`config.mk`:
```
export PLATFORM = sky130hd
export DESIGN_NAME = message_ring_with_front_insert
export DESIGN_NICKNAME = d
export VERILOG_FILES = /design/src/rtl/mrfi_pkg.sv /design/src/rtl/message_ring_with_front_insert.sv /design/src/rtl/mrfi_in_stage.sv /design/src/rtl/mrfi_ring.sv
export SDC_FILE = /design/constraint.sdc
export NUM_CORES = 1
export LEC_CHECK = 0
export BUFFER_PORTS_ARGS = -buffer_cell sky130_fd_sc_hd__buf_2
export CAP_MARGIN = 20
export CORE_MARGIN = 1.5
export CORE_UTILIZATION = 50
export CTS_CLUSTER_SIZE = 16
export DETAILED_ROUTE_END_ITERATION = 8
export PLACE_DENSITY = 0.77
export SYNTH_ARGS = -nofsm -noshare
export SYNTH_HDL_FRONTEND = slang
export SYNTH_HIERARCHICAL = 1
export SYNTH_SLANG_ARGS = --single-unit
```
`constraint.sdc`:
```
create_clock -name clk_i -period 4.07 [get_ports clk_i]
set_clock_uncertainty 0.1 [all_clocks]
set_input_delay 0.814 -clock clk_i [delete_from_list [all_inputs] [get_ports clk_i]]
set_output_delay 0.814 -clock clk_i [all_outputs]
set_load 0.02 [all_outputs]
```
`src/rtl/mrfi_pkg.sv`:
```
// ----------------------------------------------------------------------------
// mrfi_pkg
// Shared types and constants of the message ring with front insert.
// ----------------------------------------------------------------------------
package mrfi_pkg;

  localparam int unsigned DepthDef       = 16;
  localparam int unsigned MessageWidthDef = 32;

  // operation codes
  localparam logic [1:0] OP_GET       = 2'd0;
  localparam logic [1:0] OP_PUT_BACK  = 2'd1;
  localparam logic [1:0] OP_PUT_FRONT = 2'd2;

  typedef enum logic [1:0] {
    ST_OK    = 2'd0,
    ST_EMPTY = 2'd1,
    ST_FULL  = 2'd2
  } status_e;

  typedef struct packed {
    logic [1:0] op;
    logic       waiter;
  } ctrl_t;

endpackage

```
`src/rtl/message_ring_with_front_insert.sv`:
```
// ----------------------------------------------------------------------------
// message_ring_with_front_insert
// Mailbox ring of messages with get, put at back and put at front.
// ----------------------------------------------------------------------------
// Operations arrive on the in channel (operation, message, waiter_present)
// and each gives exactly one result on the out channel (status,
// message_out, handed_to_waiter, fill_count), in order.
// The capacity register is written over the cfg channel, which is always
// ready; a write clamps the value to 1..DEPTH and empties the ring. Write it
// only while no operation is in flight.
// A result passes through the input register and then the ring stage, whose
// result register presents it on the out channel.
// Throughput: one operation per cycle unless the receiver stalls; the slot
// memory has one write port and one registered read port, and each operation
// uses at most one of each.
// Reset empties the ring and sets the capacity to DEPTH; slot contents are
// not cleared, and only written slots ever reach message_out_o.
// When the receiver stalls, the result register holds its result, the ring
// stage stops, and in_ready_o drops once the input register holds an
// operation.
// ----------------------------------------------------------------------------
module message_ring_with_front_insert #(
  parameter int unsigned DEPTH         = mrfi_pkg::DepthDef,
  parameter int unsigned MESSAGE_WIDTH = mrfi_pkg::MessageWidthDef,
  localparam int unsigned CntW         = $clog2(DEPTH + 1)
) (
  input  logic                     clk_i,
  input  logic                     rst_ni,
  input  logic                     cfg_valid_i,
  output logic                     cfg_ready_o,
  input  logic [CntW-1:0]          capacity_i,
  input  logic                     in_valid_i,
  output logic                     in_ready_o,
  input  logic [1:0]               operation_i,
  input  logic [MESSAGE_WIDTH-1:0] message_i,
  input  logic                     waiter_present_i,
  output logic                     out_valid_o,
  input  logic                     out_ready_i,
  output logic [1:0]               status_o,
  output logic [MESSAGE_WIDTH-1:0] message_out_o,
  output logic                     handed_to_waiter_o,
  output logic [CntW-1:0]          fill_count_o
);
  import mrfi_pkg::*;

  ctrl_t                    in_ctrl, s_ctrl;
  logic                     s_valid, s_ready;
  logic [MESSAGE_WIDTH-1:0] s_msg;

  assign cfg_ready_o    = 1'b1;
  assign in_ctrl.op     = operation_i;
  assign in_ctrl.waiter = waiter_present_i;

  mrfi_in_stage #(
    .MessageWidth(MESSAGE_WIDTH)
  ) u_in_stage (
    .clk_i     (clk_i),
    .rst_ni    (rst_ni),
    .in_valid_i(in_valid_i),
    .in_ready_o(in_ready_o),
    .ctrl_i    (in_ctrl),
    .msg_i     (message_i),
    .s_valid_o (s_valid),
    .s_ready_i (s_ready),
    .ctrl_o    (s_ctrl),
    .msg_o     (s_msg)
  );

  mrfi_ring #(
    .Depth       (DEPTH),
    .MessageWidth(MESSAGE_WIDTH)
  ) u_ring (
    .clk_i        (clk_i),
    .rst_ni       (rst_ni),
    .cfg_valid_i  (cfg_valid_i),
    .cfg_data_i   (capacity_i),
    .s_valid_i    (s_valid),
    .s_ready_o    (s_ready),
    .ctrl_i       (s_ctrl),
    .msg_i        (s_msg),
    .out_valid_o  (out_valid_o),
    .out_ready_i  (out_ready_i),
    .status_o     (status_o),
    .message_out_o(message_out_o),
    .handed_o     (handed_to_waiter_o),
    .fill_o       (fill_count_o)
  );

  a_fill_bound : assert property (@(posedge clk_i) disable iff (!rst_ni)
    out_valid_o |-> fill_count_o <= CntW'(DEPTH))
    else $error("fill count above depth");

  a_empty_result : assert property (@(posedge clk_i) disable iff (!rst_ni)
    out_valid_o && status_o == ST_EMPTY |->
      fill_count_o == '0 && message_out_o == '0 && !handed_to_waiter_o)
    else $error("empty get with data");

  a_handover_ok : assert property (@(posedge clk_i) disable iff (!rst_ni)
    out_valid_o && handed_to_waiter_o |-> status_o == ST_OK)
    else $error("handover with error status");

  a_full_result : assert property (@(posedge clk_i) disable iff (!rst_ni)
    out_valid_o && status_o == ST_FULL |->
      fill_count_o != '0 && message_out_o == '0)
    else $error("full put with empty ring or data");

  a_stage_hold : assert property (@(posedge clk_i) disable iff (!rst_ni)
    s_valid && !s_ready |=> s_valid && $stable(s_ctrl) && $stable(s_msg))
    else $error("input register lost a stalled transfer");

endmodule

```
`src/rtl/mrfi_in_stage.sv`:
```
// ----------------------------------------------------------------------------
// mrfi_in_stage
// Input register: holds one operation until the ring stage takes it.
// ----------------------------------------------------------------------------
module mrfi_in_stage #(
  parameter int unsigned MessageWidth = mrfi_pkg::MessageWidthDef
) (
  input  logic                    clk_i,
  input  logic                    rst_ni,
  input  logic                    in_valid_i,
  output logic                    in_ready_o,
  input  mrfi_pkg::ctrl_t         ctrl_i,
  input  logic [MessageWidth-1:0] msg_i,
  output logic                    s_valid_o,
  input  logic                    s_ready_i,
  output mrfi_pkg::ctrl_t         ctrl_o,
  output logic [MessageWidth-1:0] msg_o
);
  import mrfi_pkg::*;

  logic                    valid_q;
  ctrl_t                   ctrl_q;
  logic [MessageWidth-1:0] msg_q;

  assign in_ready_o = !valid_q || s_ready_i;

  always_ff @(posedge clk_i or negedge rst_ni) begin
    if (!rst_ni) begin
      valid_q <= 1'b0;
    end else if (in_ready_o) begin
      valid_q <= in_valid_i;
    end
  end

  always_ff @(posedge clk_i) begin
    if (in_valid_i && in_ready_o) begin
      ctrl_q <= ctrl_i;
      msg_q  <= msg_i;
    end
  end

  assign s_valid_o = valid_q;
  assign ctrl_o    = ctrl_q;
  assign msg_o     = msg_q;

endmodule

```
`src/rtl/mrfi_ring.sv`:
```
// ----------------------------------------------------------------------------
// mrfi_ring
// Ring state, slot memory and result register; one operation per cycle unless the receiver stalls.
// ----------------------------------------------------------------------------
module mrfi_ring #(
  parameter int unsigned Depth        = mrfi_pkg::DepthDef,
  parameter int unsigned MessageWidth = mrfi_pkg::MessageWidthDef,
  localparam int unsigned CntW        = $clog2(Depth + 1),
  localparam int unsigned PtrW        = $clog2(Depth)
) (
  input  logic                    clk_i,
  input  logic                    rst_ni,
  input  logic                    cfg_valid_i,
  input  logic [CntW-1:0]         cfg_data_i,
  input  logic                    s_valid_i,
  output logic                    s_ready_o,
  input  mrfi_pkg::ctrl_t         ctrl_i,
  input  logic [MessageWidth-1:0] msg_i,
  output logic                    out_valid_o,
  input  logic                    out_ready_i,
  output logic [1:0]              status_o,
  output logic [MessageWidth-1:0] message_out_o,
  output logic                    handed_o,
  output logic [CntW-1:0]         fill_o
);
  import mrfi_pkg::*;

  logic [MessageWidth-1:0] mem [Depth];

  logic [CntW-1:0] cap_q, count_q, count_d, cap_cfg;
  logic [PtrW-1:0] rd_q, rd_d, wp_q, wp_d, wr_addr;
  logic [CntW-1:0] rd_inc, wp_inc;
  logic            fire, wr_en, sel_mem, handed;
  status_e         status;

  logic                    out_valid_q, sel_mem_q, handed_q;
  status_e                 status_q;
  logic [CntW-1:0]         fill_q;
  logic [MessageWidth-1:0] rd_data_q, bypass_q;

  assign s_ready_o = !out_valid_q || out_ready_i;
  assign fire      = s_valid_i && s_ready_o;

  assign rd_inc = CntW'(rd_q) + CntW'(1);
  assign wp_inc = CntW'(wp_q) + CntW'(1);

  always_comb begin
    if (cfg_data_i == '0) begin
      cap_cfg = CntW'(1);
    end else if (cfg_data_i > CntW'(Depth)) begin
      cap_cfg = CntW'(Depth);
    end else begin
      cap_cfg = cfg_data_i;
    end
  end

  always_comb begin
    rd_d    = rd_q;
    wp_d    = wp_q;
    count_d = count_q;
    status  = ST_OK;
    handed  = 1'b0;
    sel_mem = 1'b0;
    wr_en   = 1'b0;
    wr_addr = wp_q;
    if (ctrl_i.op == OP_GET) begin
      if (count_q == '0) begin
        status = ST_EMPTY;
      end else begin
        sel_mem = 1'b1;
        count_d = count_q - CntW'(1);
        rd_d    = (rd_inc >= cap_q) ? '0 : PtrW'(rd_inc);
      end
    end else if (ctrl_i.waiter) begin
      handed = 1'b1;
    end else if (count_q >= cap_q) begin
      status = ST_FULL;
    end else if (ctrl_i.op != OP_PUT_BACK) begin
      // front insert (also taken by the spare code): step the read pointer back and store there
      rd_d    = (rd_q == '0) ? PtrW'(cap_q - CntW'(1)) : rd_q - PtrW'(1);
      wr_en   = 1'b1;
      wr_addr = rd_d;
      count_d = count_q + CntW'(1);
    end else begin
      wr_en   = 1'b1;
      wr_addr = wp_q;
      wp_d    = (wp_inc >= cap_q) ? '0 : PtrW'(wp_inc);
      count_d = count_q + CntW'(1);
    end
  end

  always_ff @(posedge clk_i or negedge rst_ni) begin
    if (!rst_ni) begin
      cap_q   <= CntW'(Depth);
      rd_q    <= '0;
      wp_q    <= '0;
      count_q <= '0;
    end else if (cfg_valid_i) begin
      cap_q   <= cap_cfg;
      rd_q    <= '0;
      wp_q    <= '0;
      count_q <= '0;
    end else if (fire) begin
      rd_q    <= rd_d;
      wp_q    <= wp_d;
      count_q <= count_d;
    end
  end

  always_ff @(posedge clk_i) begin
    if (fire && wr_en) begin
      mem[wr_addr] <= msg_i;
    end
    if (fire) begin
      rd_data_q <= mem[rd_q];
    end
  end

  always_ff @(posedge clk_i or negedge rst_ni) begin
    if (!rst_ni) begin
      out_valid_q <= 1'b0;
    end else if (s_ready_o) begin
      out_valid_q <= s_valid_i;
    end
  end

  always_ff @(posedge clk_i) begin
    if (fire) begin
      status_q  <= status;
      handed_q  <= handed;
      sel_mem_q <= sel_mem;
      fill_q    <= count_d;
      bypass_q  <= msg_i;
    end
  end

  assign out_valid_o   = out_valid_q;
  assign status_o      = status_q;
  assign handed_o      = handed_q;
  assign fill_o        = fill_q;
  assign message_out_o = sel_mem_q ? rd_data_q : (handed_q ? bypass_q : '0);

endmodule

```
Word level (Yosys, flattened, before mapping)
Memory sizes are Yosys's and may differ from the RTL's. A register that Yosys moved wholly into a read port is not among the register bits.
Index checks and enable logic that the tools add are counted.
{"block": "word_totals", "out_inout_bits": 43, "memories": 1, "regBits": 96, "word_cells": 89, "ram_bits": 512}
{"block": "classes", "n_reduce_logical": 15, "add_sub_neg": 6, "n_eq_ne": 8, "order_cmp": 4, "mux": 41}
{"memory": "u_ring.mem", "depth": 16, "word_bits": 32, "rd": 1, "rd_ports_with_merged_regs": 1, "wr": 1, "line": "mrfi_ring.sv:28", "source": "logic [MessageWidth-1:0] mem [Depth];"}
{"cell": "two-way mux 4 bit", "n": 20}
{"cell": "two-way mux 32 bit", "n": 2}
{"cell": "two-way mux 5 bit", "n": 8}
{"cell": "greater-or-equal comparator 5 bit", "n": 3}
{"cell": "adder 4 x 1 -> 5 bit (second input constant)", "n": 2}
{"cell": "zero test 5 bit", "n": 2}
{"cell": "AND reduction 5 bit", "n": 2}
{"cell": "two-way mux 1 bit", "n": 8}
{"cell": "!= test 2 bit (second input constant)", "n": 4}
{"cell": "subtractor 4 x 1 -> 4 bit (second input constant)", "n": 2}
{"cell": "two-way mux 2 bit", "n": 3}
{"cell": "!= test 3 x 2 -> 1 bit (second input constant)", "n": 2}
{"cell": "adder 5 x 1 -> 5 bit (second input constant)", "n": 1}
{"cell": "> comparator 5 bit (second input constant)", "n": 1}
{"cell": "subtractor 5 x 1 -> 5 bit (second input constant)", "n": 1}
{"cell": "zero test 4 bit", "n": 1}
{"cell": "logical AND 1 bit", "n": 3}
{"cell": "!= test 3 bit (second input constant)", "n": 1}
{"cell": "nonzero test 3 bit", "n": 1}
{"cell": "zero test 1 bit", "n": 2}
{"cell": "zero test 2 bit", "n": 1}
{"cell": "logical OR 1 bit", "n": 2}
{"cell": "!= test 2 x 1 -> 1 bit (second input constant)", "n": 1}
{"cell": "nonzero test 2 bit", "n": 1}

Depth between registers and ports, before layout
{"block": "logic_depth", "word_depth": 9, "depth_mapped": 11, "mapped_depth_nobuf": 10}

Modules after synthesis
Netlist, hierarchy kept.
{"mod": "mrfi_ring", "seq_area_each_um2": 18043.6, "instances": 1, "cells_each": 1071, "area_each_um2": 23602.6}
{"mod": "mrfi_in_stage", "seq_area_each_um2": 1076.0, "instances": 1, "cells_each": 39, "area_each_um2": 1104.8}
{"mod": "message_ring_with_front_insert", "seq_area_each_um2": 0.0, "instances": 1, "cells_each": 2, "area_each_um2": 11.3}

Worst setup path after synthesis
OpenSTA, ideal clock, no wires.
{"block": "synth_timing", "kind": "register to register", "start": "register u_ring.rd_q[1]", "end": "memory u_ring/mem[13][0] (netlist name), enable pin", "path_stages_with_launch": 12, "arrival_time_ns": 3.953, "setup_time_ns": 0.421, "n_path_buf": 3, "required_time_ns": 3.549, "slack_ns": -0.404, "cell_sequence": "dfrtp_1 > buf_2 > clkbuf_1 > buf_2 > inv_1 > ha_1 > nor3b_4 > mux2i_2 > xor2_1 > a22oi_1 > or3b_4 > nor2_1"}
{"block": "synth_via", "elab_chain_cells": 6, "word_cells_on_any_way": 7, "cone_classes": "add/sub (1); mux (5); reduce/logical (1)"}
{"item": "start: declaration", "line": "mrfi_ring.sv:31", "source": "logic [PtrW-1:0] rd_q, rd_d, wp_q, wp_d, wr_addr;"}
{"item": "start signal: assignment", "line": "mrfi_ring.sv:104", "source": "rd_q <= rd_d;"}
{"item": "subtractor 4 x 1 -> 4 bit / zero test 4 bit (equally long branches)", "line": "mrfi_ring.sv:80", "source": "rd_d = (rd_q == '0) ? PtrW'(cap_q - CntW'(1)) : rd_q - PtrW'(1);"}
{"item": "two-way mux 4 bit *", "line": "mrfi_ring.sv:80"}
{"item": "two-way mux 4 bit *", "line": "mrfi_ring.sv:78", "source": "end else if (ctrl_i.op != OP_PUT_BACK) begin"}
{"item": "two-way mux 4 bit *", "line": "mrfi_ring.sv:76", "source": "end else if (count_q >= cap_q) begin"}
{"item": "two-way mux 4 bit *", "line": "mrfi_ring.sv:74", "source": "end else if (ctrl_i.waiter) begin"}
{"item": "two-way mux 4 bit *", "line": "mrfi_ring.sv:66", "source": "if (ctrl_i.op == OP_GET) begin"}
{"item": "end: declaration", "line": "mrfi_ring.sv:28"}
Every way passes the cells marked *; elsewhere a longest branch is shown, timed or not.

Worst setup path in the final report
{"block": "layout_timing", "start": "register u_ring.cap_q[4]", "end": "memory u_ring/mem[9][15] (netlist name), enable pin"}
{"block": "layout_via", "elab_chain_cells": 7, "word_cells_on_any_way": 10, "cone_classes": "order compare (1); mux (8); reduce/logical (1)"}
{"item": "start: declaration", "line": "mrfi_ring.sv:30", "source": "logic [CntW-1:0] cap_q, count_q, count_d, cap_cfg;"}
{"item": "start signal: assignment", "line": "mrfi_ring.sv:94", "source": "cap_q <= CntW'(Depth);"}
{"item": "start signal: assignment", "line": "mrfi_ring.sv:99", "source": "cap_q <= cap_cfg;"}
{"item": "greater-or-equal comparator 5 bit *", "line": "mrfi_ring.sv:76"}
{"item": "two-way mux 1 bit", "line": "mrfi_ring.sv:76"}
{"item": "two-way mux 1 bit", "line": "mrfi_ring.sv:74"}
{"item": "two-way mux 1 bit", "line": "mrfi_ring.sv:66"}
{"item": "logical AND 1 bit", "line": "mrfi_ring.sv:111", "source": "if (fire && wr_en) begin"}
{"item": "two-way mux 1 bit", "line": "mrfi_ring.sv:111"}
{"item": "two-way mux 1 bit (not written as such)", "line": "mrfi_ring.sv:112", "source": "mem[wr_addr] <= msg_i;"}
Marks and branches as above.

==> impl_metrics.env <==
export IMPL_outcome="finished clean"
export IMPL_fmaxAchievable_mhz=273
export IMPL_switching_power_mw=3.52
export IMPL_timing_hold_worst_class="in2async"
export IMPL_cp_slowest_stage_delay_ns=0.78
export IMPL_setup_worst_path_end_class="register"
export IMPL_cts_htree_levels=2
export IMPL_area_growth_synth_to_final_pct=14.6
export IMPL_rsz0062_at_grt="no"
export IMPL_cts_tree="done"
export IMPL_total_power_mw=15.3
export IMPL_synth_seq_area_share=0.773
export IMPL_clk_pin_slew_worst_paths_ns=0.06
export IMPL_postPlaceCellArea_um2=26300
export IMPL_clock_group_share_of_total_power=0.382
export IMPL_cap_viol_max_count=0
export IMPL_first_global_vias=12100
export IMPL_worst_skew_pair_late_latency_ns=0.63
export IMPL_clk_path_buf_depth=3
export IMPL_ioPinCount=88
export IMPL_tightest_slew_ns=1.09
export IMPL_p_seq_frac=0.503
export IMPL_worst_ep_required_time_ns=4.34
export IMPL_min_period_ns=3.66
export IMPL_synthArstFlopShare=0.0313
export IMPL_crit_arrival_ns=3.93
export IMPL_clock_root_buffer="sky130_fd_sc_hd__clkbuf_16"
export IMPL_dr_pass1_iters=5
export IMPL_area_of_the_multi_input_gates_um2=5440
export IMPL_post_synth_inst_count=1112
export IMPL_worst_setup_path_startpoint="u_ring/cap_q[4]"
export IMPL_reg2reg_setup_slack_ns=0.41
export IMPL_post_cts_hold_buffer_count=0
export IMPL_critPathKind="reg2reg"
export IMPL_fin_crit_sh=0.899
export IMPL_cp_slowest_cell="sky130_fd_sc_hd__a31oi_1"
export IMPL_critPathBufInv=2
export IMPL_grtUsageTotal=0.213
export IMPL_worst_path_max_fanout=20
export IMPL_yosysWarnings=6
export IMPL_critical_path_reg2reg_endpoint="u_ring/mem[9][15]"
export IMPL_gr_total_overflow=0
export IMPL_area_of_the_placeable_core_um2=48800
export IMPL_finalHoldViolCount=0
export IMPL_finalMaxSlewViolations=0
export IMPL_tritoncts_num_sinks=640
export IMPL_critical_path_cell_count=9
export IMPL_drt_first_iter_violations=1259
export IMPL_worst_path_dominant_cell_family="compound AO/OA/AOI/OAI gates"
export IMPL_max_slew_margin_rel=0.270
export IMPL_timing_setup_tns_ns=0
export IMPL_vias_per_cell=5.95
export IMPL_layout_cell_area_non_filler_um2=28300
export IMPL_grt_antenna_before_repair=0
export IMPL_power_per_cell_area_nw_per_um2=541
export IMPL_fillerInstances=3453
export IMPL_route_antenna_remaining_nets=0
export IMPL_mostFrequentLayoutCells="sky130_fd_sc_hd__edfxtp_1, sky130_fd_sc_hd__mux4_2, sky130_fd_sc_hd__buf_2"
export IMPL_power_share_combinational=0.115
export IMPL_ys_dominant_reg_cell="sky130_fd_sc_hd__edfxtp_1"
export IMPL_wire_per_inst_um=26.5
export IMPL_cts_inserted_buffers=60
export IMPL_layout_cells_most_common="sky130_fd_sc_hd__edfxtp_1"
export IMPL_floorplan_rows=81
export IMPL_die_width_um=225
export IMPL_diodes=0
export IMPL_hpwlAfterDp_um=28400
export IMPL_first_pass_grt_wire_length_um=78700
export IMPL_irDropWorstVdd_uv=374
export IMPL_drt_wl_total_um=52000
export IMPL_switching_share=0.229
export IMPL_portBuffers=86
export IMPL_ys_seq_elements=640
export IMPL_net_total_in_the_final_layout=1314
export IMPL_synthesized_area_per_cell_um2=22.2
export IMPL_grt_max_degree=135
export IMPL_start_util=0.506
export IMPL_seq_area_um2=19100
export IMPL_critical_path_startpoint_type="register"
export IMPL_num_vias=11700
export IMPL_worstPathCellList="inv_1 -> ha_1 -> a21oi_1 -> nand3b_1 -> a21oi_1 -> nor3b_1 -> a31oi_1 -> nor2_4 -> buf_12"
export IMPL_postCtsResizedCells=0
export IMPL_die_height_um=225
export IMPL_crit_path_frequent_cell="sky130_fd_sc_hd__a21oi_1"
export IMPL_reg2reg_start="u_ring/cap_q[4]"
export IMPL_report_final_setup_viol=0
export IMPL_postCtsSetupBuffers=0
export IMPL_drc_errors=0
export IMPL_floorplan_die_area_um2=50800
export IMPL_reg2reg_depth=9
export IMPL_mappedNetlistNets=1177
export IMPL_gp_congestion=0.808
export IMPL_syn_area_um2=24700
export IMPL_internal_power_mw=11.8
export IMPL_setup_worst_path_end="u_ring/mem[9][15]"
export IMPL_synth_enable_flop_cells=620
export IMPL_synth_cell_type_count=66
export IMPL_leakagePower_nw=9.13
export IMPL_final_layout_size_suffix_gt1_frac=0.320
==> routing by layer <==
metal | wire length [um] | global-route usage | vias up
li1 | - | - | 4957
met1 | 21200 | 0.295 | 6206
met2 | 26400 | 0.356 | 442
met3 | 3590 | 0.0375 | 68
met4 | 870 | 0.0455 | 0
met5 | 0 | 0 | -
==> final cells by class <==
class	instances	area share
Multi-Input combinational cell	408	0.192
Timing Repair Buffer	126	0.0285
Clock inverter	39	0.0167
Inverter	13	0.00177
Sequential cell	640	0.675
Clock buffer	73	0.0562
Tap cell	664	0.0293
==> state kept, by name (all words and copies together), names as in the netlist <==
register	cells
u_in_stage/s_valid_o	1
u_ring/fill_o	5
u_ring/mem	512
u_in_stage/ctrl_o	3
u_ring/handed_o	1
u_ring/bypass_q	32
u_in_stage/msg_o	32
u_ring/count_q	5
u_ring/rd_data_q	32
u_ring/cap_q	5
u_ring/out_valid_o	1
u_ring/sel_mem_q	1
u_ring/wp_q	4
u_ring/rd_q	4
u_ring/status_o	2
==> cell usage after synthesis, drive strengths merged, types with 2 or more instances <==
cell      n  area share
a211oi    3     0.00091
a21boi    3      0.0011
a21o      2     0.00061
a21oi    13      0.0026
a22o     31       0.011
a22oi     2     0.00061
a31oi     7      0.0018
a32oi     3      0.0011
and2      5      0.0015
and3      3     0.00076
buf      25      0.0057
clkbuf   26      0.0039
dfrtp    19       0.019
edfxtp  620        0.75
ha       20       0.010
inv      13      0.0020
mux2i     3      0.0014
mux4    160        0.15
nand2    22      0.0033
nand2b    6      0.0018
nand3     7      0.0014
nand3b    3     0.00091
nor2     38      0.0059
nor2b     8      0.0020
nor3     10      0.0020
nor3b     5      0.0020
o21ai    18      0.0036
o22ai     2     0.00051
o311ai    2     0.00071
or2       3     0.00076
or3       4      0.0010
xnor2     5      0.0018
xor2      2     0.00071
==> stage by stage <==
stage / hold slack, ns / instances / setup WS, ns / util
floorplan: 0.418 / 1112 / -0.404 / -
global placement: 0.482 / 1851 / 0.491 / 0.537
detailed placement: 0.477 / 1851 / 0.466 / 0.537
CTS: 0.0559 / 1963 / 0.441 / 0.580
global route: 0.0741 / 1963 / 0.177 / 0.580
finish: 0.0644 / 1963 / 0.409 / 0.580
==> kinds of logic (layout without fill, tap and decap cells) <==
group / Yosys count / in the layout / synth area share
mux: 163 / 163 / 0.147
buf+inv: 64 / 251 / 0.0116
simple gates: 119 / 119 / 0.0251
flops: 640 / 640 / 0.773
other cells: 1 / 1 / 0.000152
xor+xnor: 7 / 7 / 0.00248
compound gates: 98 / 98 / 0.0299
fa+ha+maj: 20 / 20 / 0.0101
==> power by group through the flow <==
| stage | combinational (mW) | sequential [mW] | clock, mW |
|---|---|---|---|
| 3_5_place_dp | 1.78 | 7.84 | 0 |
| 4_1_cts | 1.80 | 7.70 | 5.94 |
| 3_3_place_gp | 1.76 | 7.83 | 0 |
| 2_1_floorplan | 1.28 | 7.77 | 0 |
| 5_1_grt | 1.89 | 7.73 | 6.20 |
| 6_report | 1.77 | 7.70 | 5.85 |
==> worst min path at each step <==
stage / startpoint / slack [ns] / cells after the start / endpoint
after floorplan: rst_ni / 0.42 / 0 / u_in_stage/s_valid_o
after global placement: u_ring/cap_q[4] / 0.48 / 2 / u_ring/cap_q[4]
after detailed placement: u_ring/cap_q[4] / 0.48 / 2 / u_ring/cap_q[4]
after CTS: rst_ni / 0.06 / 1 / u_ring/cap_q[1]
after global routing: rst_ni / 0.07 / 1 / u_ring/wp_q[2]
final: rst_ni / 0.06 / 1 / u_ring/cap_q[1]
Power figures use the tool's default switching activity.
